==> config.mk <==
export PLATFORM = sky130hd
export DESIGN_NAME = utf8_stream_decoder
export DESIGN_NICKNAME = d
export VERILOG_FILES = /design/src/sv/utf8d_pkg.sv /design/src/sv/utf8_stream_decoder.sv /design/src/sv/utf8d_decode.sv /design/src/sv/utf8d_fifo.sv
export SDC_FILE = /design/constraint.sdc
export NUM_CORES = 1
export LEC_CHECK = 0
export BUFFER_PORTS_ARGS = -buffer_cell sky130_fd_sc_hd__buf_4
export CAP_MARGIN = 10
export CORE_AREA = 2 2 150 152
export DETAILED_ROUTE_END_ITERATION = 12
export DIE_AREA = 0 0 152 154
export PLACE_DENSITY = 0.77
export SKIP_CTS_REPAIR_TIMING = 1
export SYNTH_ARGS = -nofsm -noshare
export SYNTH_HDL_FRONTEND = slang
export SYNTH_SLANG_ARGS = --single-unit
==> constraint.sdc <==
create_clock -name clk -period 4.4 [get_ports clk]
set_input_delay 0.44 -clock clk [delete_from_list [all_inputs] [get_ports clk]]
set_output_delay 0.44 -clock clk [all_outputs]
set_load 0.01 [all_outputs]
==> src/sv/utf8d_pkg.sv <==
// Package for the UTF-8 stream decoder.
// Result item type, lead-byte decode function and sizing constants; no dependencies.
package utf8d_pkg;

    localparam int CP_W       = 21;
    localparam int LEN_W      = 3;
    localparam int REM_W      = 2;
    localparam int FIFO_DEPTH = 8;

    localparam logic [LEN_W-1:0] LEN_NONE = 3'd0;
    localparam logic [LEN_W-1:0] LEN_ONE  = 3'd1;
    localparam logic [LEN_W-1:0] LEN_TWO  = 3'd2;
    localparam logic [LEN_W-1:0] LEN_THREE = 3'd3;
    localparam logic [LEN_W-1:0] LEN_FOUR = 3'd4;

    typedef struct packed {
        logic [CP_W-1:0]  code_point;
        logic [LEN_W-1:0] seq_length;
        logic             is_error;
        logic             last_of_run;
    } result_t;

    typedef struct packed {
        logic             hit;
        result_t          res;
        logic [CP_W-1:0]  pv;
        logic [REM_W-1:0] rem;
        logic [LEN_W-1:0] tot;
    } lead_t;

    localparam result_t ERR_RES = '{code_point: '0, seq_length: LEN_NONE,
                                    is_error: 1'b1, last_of_run: 1'b0};

    function automatic lead_t lead_decode(input logic [7:0] b);
        lead_t l;
        l = '0;
        if (b[7] == 1'b0) begin
            l.hit = 1'b1;
            l.res = '{code_point: CP_W'(b), seq_length: LEN_ONE,
                      is_error: 1'b0, last_of_run: 1'b0};
        end
        else if (b[7:5] == 3'b110) begin
            if (b[4:1] == 4'b0000) begin
                l.hit = 1'b1;
                l.res = ERR_RES;
            end
            else begin
                l.pv  = CP_W'(b[4:0]);
                l.rem = 2'd1;
                l.tot = LEN_TWO;
            end
        end
        else if (b[7:4] == 4'b1110) begin
            l.pv  = CP_W'(b[3:0]);
            l.rem = 2'd2;
            l.tot = LEN_THREE;
        end
        else if (b[7:3] == 5'b11110) begin
            l.pv  = CP_W'(b[2:0]);
            l.rem = 2'd3;
            l.tot = LEN_FOUR;
        end
        else begin
            l.hit = 1'b1;
            l.res = ERR_RES;
        end
        return l;
    endfunction

endpackage

==> src/sv/utf8_stream_decoder.sv <==
// Top level of the UTF-8 stream decoder: input register, decode stage, result queue.
// Depends on utf8d_pkg, utf8d_decode, utf8d_fifo.
//
//  channel | signals                                              | direction
//  --------+------------------------------------------------------+----------
//  input   | in_valid, in_ready, byte_in                          | in
//  output  | out_valid, out_ready, code_point, seq_length,        | out
//          | is_error, last_of_run                                |
//
// One byte per cycle while in_ready is high; a byte is decoded the cycle after
// acceptance; its results queue up and leave one per cycle while out_ready is high.
// A byte can yield two results; the result queue (FIFO_DEPTH entries) absorbs them.
// in_ready drops while the queue holds more than FIFO_DEPTH-4 results.
// rst_n clears the sequence state and empties the queue.
module utf8_stream_decoder
    import utf8d_pkg::*;
#(
    parameter int FIFO_DEPTH_P = FIFO_DEPTH
)
(
    input  logic              clk,
    input  logic              rst_n,
    input  logic              in_valid,
    output logic              in_ready,
    input  logic [7:0]        byte_in,
    output logic              out_valid,
    input  logic              out_ready,
    output logic [CP_W-1:0]   code_point,
    output logic [LEN_W-1:0]  seq_length,
    output logic              is_error,
    output logic              last_of_run
);

    localparam int CNT_W = $clog2(FIFO_DEPTH_P+1);

    logic              s1_valid_reg;
    logic [7:0]        s1_byte_reg;
    logic [1:0]        push_cnt;
    result_t           res0, res1, head;
    logic [CNT_W-1:0]  q_count;
    logic              in_acc;

    assign in_ready = (q_count <= CNT_W'(FIFO_DEPTH_P - 4));
    assign in_acc   = in_valid && in_ready;

    always_ff @(posedge clk or negedge rst_n)
    begin
        if (!rst_n) begin
            s1_valid_reg <= 1'b0;
        end
        else begin
            s1_valid_reg <= in_acc;
        end
    end

    always_ff @(posedge clk)
    begin
        if (in_acc) begin
            s1_byte_reg <= byte_in;
        end
    end

    utf8d_decode u_decode (
        .clk        (clk),
        .rst_n      (rst_n),
        .byte_valid (s1_valid_reg),
        .byte_data  (s1_byte_reg),
        .push_cnt   (push_cnt),
        .res0       (res0),
        .res1       (res1)
    );

    utf8d_fifo #(
        .DEPTH (FIFO_DEPTH_P)
    ) u_fifo (
        .clk       (clk),
        .rst_n     (rst_n),
        .push_cnt  (push_cnt),
        .wr0       (res0),
        .wr1       (res1),
        .pop       (out_ready),
        .head      (head),
        .not_empty (out_valid),
        .count     (q_count)
    );

    assign code_point  = head.code_point;
    assign seq_length  = head.seq_length;
    assign is_error    = head.is_error;
    assign last_of_run = head.last_of_run;

endmodule

==> src/sv/utf8d_decode.sv <==
// Sequence state and per-byte decode: turns one registered byte into up to two results.
// Depends on utf8d_pkg.
module utf8d_decode
    import utf8d_pkg::*;
(
    input  logic       clk,
    input  logic       rst_n,
    input  logic       byte_valid,
    input  logic [7:0] byte_data,
    output logic [1:0] push_cnt,
    output result_t    res0,
    output result_t    res1
);

    logic [CP_W-1:0]  pv_reg,  pv_next;
    logic [REM_W-1:0] rem_reg, rem_next;
    logic [LEN_W-1:0] tot_reg, tot_next;
    logic [CP_W-1:0]  pv_shift;
    lead_t            lead;

    always_comb
    begin
        pv_shift = {pv_reg[CP_W-7:0], byte_data[5:0]};
        lead     = lead_decode(byte_data);
        pv_next  = pv_reg;
        rem_next = rem_reg;
        tot_next = tot_reg;
        push_cnt = 2'd0;
        res0     = ERR_RES;
        res1     = lead.res;
        res1.last_of_run = 1'b1;
        if (byte_valid) begin
            if (rem_reg != '0 && byte_data[7:6] == 2'b10) begin
                if (rem_reg == 2'd1) begin
                    push_cnt = 2'd1;
                    res0 = '{code_point: pv_shift, seq_length: tot_reg,
                             is_error: 1'b0, last_of_run: 1'b1};
                    pv_next  = '0;
                    rem_next = '0;
                    tot_next = LEN_NONE;
                end
                else begin
                    pv_next  = pv_shift;
                    rem_next = rem_reg - 2'd1;
                end
            end
            else begin
                pv_next  = lead.pv;
                rem_next = lead.rem;
                tot_next = lead.tot;
                if (rem_reg != '0) begin
                    // broken sequence: error first, then the byte as a lead
                    if (lead.hit) begin
                        push_cnt = 2'd2;
                    end
                    else begin
                        push_cnt = 2'd1;
                        res0.last_of_run = 1'b1;
                    end
                end
                else if (lead.hit) begin
                    push_cnt = 2'd1;
                    res0 = lead.res;
                    res0.last_of_run = 1'b1;
                end
            end
        end
    end

    always_ff @(posedge clk or negedge rst_n)
    begin
        if (!rst_n) begin
            pv_reg  <= '0;
            rem_reg <= '0;
            tot_reg <= LEN_NONE;
        end
        else begin
            pv_reg  <= pv_next;
            rem_reg <= rem_next;
            tot_reg <= tot_next;
        end
    end

endmodule

==> src/sv/utf8d_fifo.sv <==
// Result queue: takes up to two results a cycle, hands out one a cycle while pop is high.
// Depends on utf8d_pkg.
module utf8d_fifo
    import utf8d_pkg::*;
#(
    parameter int DEPTH = FIFO_DEPTH
)
(
    input  logic                       clk,
    input  logic                       rst_n,
    input  logic [1:0]                 push_cnt,
    input  result_t                    wr0,
    input  result_t                    wr1,
    input  logic                       pop,
    output result_t                    head,
    output logic                       not_empty,
    output logic [$clog2(DEPTH+1)-1:0] count
);

    localparam int PTR_W = $clog2(DEPTH);
    localparam int CNT_W = $clog2(DEPTH+1);

    result_t            mem [DEPTH];
    logic [PTR_W-1:0]   wr_ptr_reg, wr_ptr_next;
    logic [PTR_W-1:0]   rd_ptr_reg, rd_ptr_next;
    logic [CNT_W-1:0]   cnt_reg,    cnt_next;
    logic               do_pop;

    assign do_pop    = pop && (cnt_reg != '0);
    assign not_empty = (cnt_reg != '0);
    assign head      = mem[rd_ptr_reg];
    assign count     = cnt_reg;

    always_comb
    begin
        wr_ptr_next = wr_ptr_reg + PTR_W'(push_cnt);
        rd_ptr_next = rd_ptr_reg + PTR_W'(do_pop);
        cnt_next    = cnt_reg + CNT_W'(push_cnt) - CNT_W'(do_pop);
    end

    always_ff @(posedge clk)
    begin
        if (push_cnt != 2'd0) begin
            mem[wr_ptr_reg] <= wr0;
        end
        if (push_cnt == 2'd2) begin
            mem[wr_ptr_reg + PTR_W'(1)] <= wr1;
        end
    end

    always_ff @(posedge clk or negedge rst_n)
    begin
        if (!rst_n) begin
            wr_ptr_reg <= '0;
            rd_ptr_reg <= '0;
            cnt_reg    <= '0;
        end
        else begin
            wr_ptr_reg <= wr_ptr_next;
            rd_ptr_reg <= rd_ptr_next;
            cnt_reg    <= cnt_next;
        end
    end

endmodule

==> summary.txt <==
Die
  • Initial core utilization: a little over half
  • DIE AREA: between 20000 and 25000 sq um
  • # IOs: 40
  • Die H: between 150 and 200 microns
  • Row cnt: 54
  • Die X: between 150 and 200 microns
  • Core area: approximately 22000 sq um

Logic synthesis
  • Top cell type's share of synthesized area: a little under a quarter
  • Yosys cell types: 74
  • Yosys warnings: 0
  • Ys async rst share: around 13%
  • Flops & latches, synth: 247
  • Area leader, netlist: dfxtp_1
  • Top cells by area, synth: dfxtp_1 (24%), edfxtp_1 (21%), mux4_2 (10%)
  • Synth Flop Type: dfxtp_1
  • Number of synthesized flops with an enable pin: 80
  • Seq/Total Area, Yosys: 51.3%
  • Syn avg cell area: ~11 sq um
  • Post-Synthesis Cells: roughly 1100
  • Mapped Nets: approximately 1100
  • Mapped cell area: ~12000 sq um

STA
  • RSZ-0062 raised after global routing: false
  • Max frequency: between 200 and 300 MHz
  • Clk_skew: between 0.009 and 0.01 ns
  • Final setup viols: 0
  • Actual slew at the worst max-slew pin: around 1.1 ns
  • Setup TNS Final: 0 ns
  • Max transition margin: a little under a quarter
  • Post-layout minimum cycle time: ~3.6 ns
  • Final hold viol count: 0
  • Final Slew Violations: 0
  • Final Cycle Share: roughly 82%

Detailed routing
  • DR pass1 iterations: 7
  • Vias: about 8400
  • Via density per instance: 6.21
  • 1st-iter DRT viols: 923
  • Detailed-route DRC error count: 0
  • Post-route ant nets: 0
  • WL per Instance: 20.8 microns
  • Final wirelength: between 20000 and 30000 microns

GRT
  • GR Overflow Total: 0
  • Initial antenna violation count: 0
  • First-pass GRT wire length: 44800 microns
  • Gr usage total: between 20% and 30%
  • Vias in the first global route: ~8100
  • Largest net degree at the start of global routing: 54

Critical path
  • Critical path class: reg2reg
  • Setup crit start kind: register
  • Worst EP required: 4.78 ns
  • Critical Path, Cell by Cell: nor3_1 > nor3b_1 > nor2_1 > nand2_1 > ha_1 > nor4bb_1 > nand2_2 > o32ai_1 > and2_1
  • CP Max Fanout: 14
  • Crit end category: register
  • Critical-path top delay cell: nor4bb_1
  • Slowest stage delay, CP: approximately 0.6 ns
  • CP Data Arrival Time: roughly 4 ns
  • CP Buf/Inv Count: 0
  • Crit path max-delay family: simple AND/OR/NAND/NOR gates

Place
  • Inst Count DP: 1310
  • HPWL after DPL: approximately 19000 microns
  • Port buffer count: 39
  • Gpl congestion: 0.935

Cells and area
  • Layout area overhead: 11.0%
  • Layout cells sized above 1: about a fifth
  • Final Non-Filler Cells: 1356
  • Reg area: 5910 sq um
  • Final #Nets: ~1100
  • Largest register FFs: between 200 and 250
  • Fill cells: about 1700
  • N_diodes: 0
  • Area of the multi-input gates: 5070 sq um

Power
  • P_int: about 5 mW
  • Comb pwr share: between 30% and 40%
  • Switching pwr: roughly 2.7 mW
  • Worst VDD drop: 0.000536 V
  • Final Power: between 7 and 8 mW
  • Reg power frac: approximately two fifths
  • Sw Ratio: around 36%
  • Pwr/cell area: roughly 600 nW/um^2
  • Clock power share: between 20% and 30%
  • Leakage: between 4 and 5 nW

Status
  • Run status: finished clean

CTS
  • Clock sink total: ~250
  • Max clock buf depth: 3
  • Worst-path clk slew: about 0.060 ns
  • CTS tree: yes
  • CTS buffer count: 25
  • Clock Latency Late Sink: 0.52 ns
  • H-tree depth: 1
  • Clock tree root buffer cell: clkbuf_16

Worst hold path
  • Min-Delay Path Class: in2reg

Flow run
  • Max Cap Viol: 0
-- synthesized netlist by cell type, drive strengths merged, types with 26 or more instances --
| cell | count |
|---|---|
| mux2 | 26 |
| dfxtp | 136 |
| and2 | 48 |
| clkbuf | 50 |
| mux4 | 52 |
| inv | 37 |
| o2bb2ai | 26 |
| nand2 | 211 |
| o22ai | 38 |
| edfxtp | 80 |
| dfrtp | 31 |
| a21oi | 91 |
| buf | 40 |
-- metal layers --
layer  up-vias  part of all wire [%]  global-route usage (%)
li1       3835                     -                       -
met1      4147                    42                    34.1
met2       388                    47                    38.1
met3        55                   8.0                    3.47
met4         0                   2.5                    7.52
met5         -                     0                       0
-- cells in the final DEF, fill, tap and decap left out, types with 14 or more instances in the layout --
cell type / n
dfrtp_1: 29
edfxtp_1: 80
a21oi_1: 90
inv_1: 37
dfxtp_1: 136
o22ai_1: 37
nand2_1: 210
buf_4: 66
clkbuf_16: 25
and3_1: 14
mux2_2: 26
a22o_1: 19
o2bb2ai_1: 26
and2_1: 48
ha_1: 14
mux4_2: 52
-- area by class of cell --
type | instances | share of cell area (%)
inverter | 38 | 1.12
multi-input combinational | 679 | 39.7
clock inverter | 13 | 0.950
sequential | 247 | 46.2
clock buffer | 32 | 5.34
timing repair buffer | 67 | 3.96
tap | 280 | 2.74
-- power by group through the flow --
| stage | Sequential, mW | Combinational [mW] | Clock [mW] |
|---|---|---|---|
| 2_1_floorplan | 2.82 | 2.00 | 0 |
| 3_3_place_gp | 3.24 | 2.31 | 0 |
| 3_5_place_dp | 3.26 | 2.35 | 0 |
| 4_1_cts | 3.21 | 2.37 | 2.10 |
| 5_1_grt | 3.27 | 2.57 | 2.19 |
| 6_report | 3.22 | 2.39 | 2.08 |
-- path summary, 6_finish.rpt --
path	start	endpoint	slack, ns	depth (start not counted)
worst max-delay path	s1_byte_reg[3]$_DFFE_PP_	u_fifo.mem[3][8]$_DFFE_PP_	0.81	9
worst min-delay path	byte_in[5]	s1_byte_reg[5]$_DFFE_PP_	0.1	1
worst max register to register	s1_byte_reg[3]$_DFFE_PP_	u_fifo.mem[3][8]$_DFFE_PP_	0.81	9
worst min register to register	u_fifo.mem[0][0]$_SDFFE_PP1P_	u_fifo.mem[0][0]$_SDFFE_PP1P_	0.45	2
max in group asynchronous	rst_n	u_fifo.rd_ptr_reg[0]$_DFF_PN0_	3.65	2
min in group asynchronous	rst_n	u_decode.pv_reg[13]$_DFFE_PN0P_	0.40	2
-- cells by family (layout without fill, tap and decap cells) --
kind of cell               count (synthesis)  in the layout  synth area share [%]
muxes                                     79             79                  12.8
DFF                                      247            247                  51.3
xor gates and xnor gates                   6              6                 0.522
adders and majority gates                 16             16                  1.87
and+or+nand+nor                          342            342                  14.5
AOI/OAI and AO/OA                        236            236                  14.2
buffers and inverters                    128            150                  4.79
-- stage by stage --
stage	utilization (%)	hold WS, ns	worst slack [ns]	instance area, sq um
floorplan	-	0.144	1.28	11500
global placement	55.2	0.406	0.978	12000
detailed placement	55.2	0.411	0.883	12000
CTS	58.9	-0.145	0.863	12800
global route	58.9	0.0776	0.551	12800
finish	58.9	0.0967	0.810	12800
No activity file was read; power rests on OpenSTA's default activity.
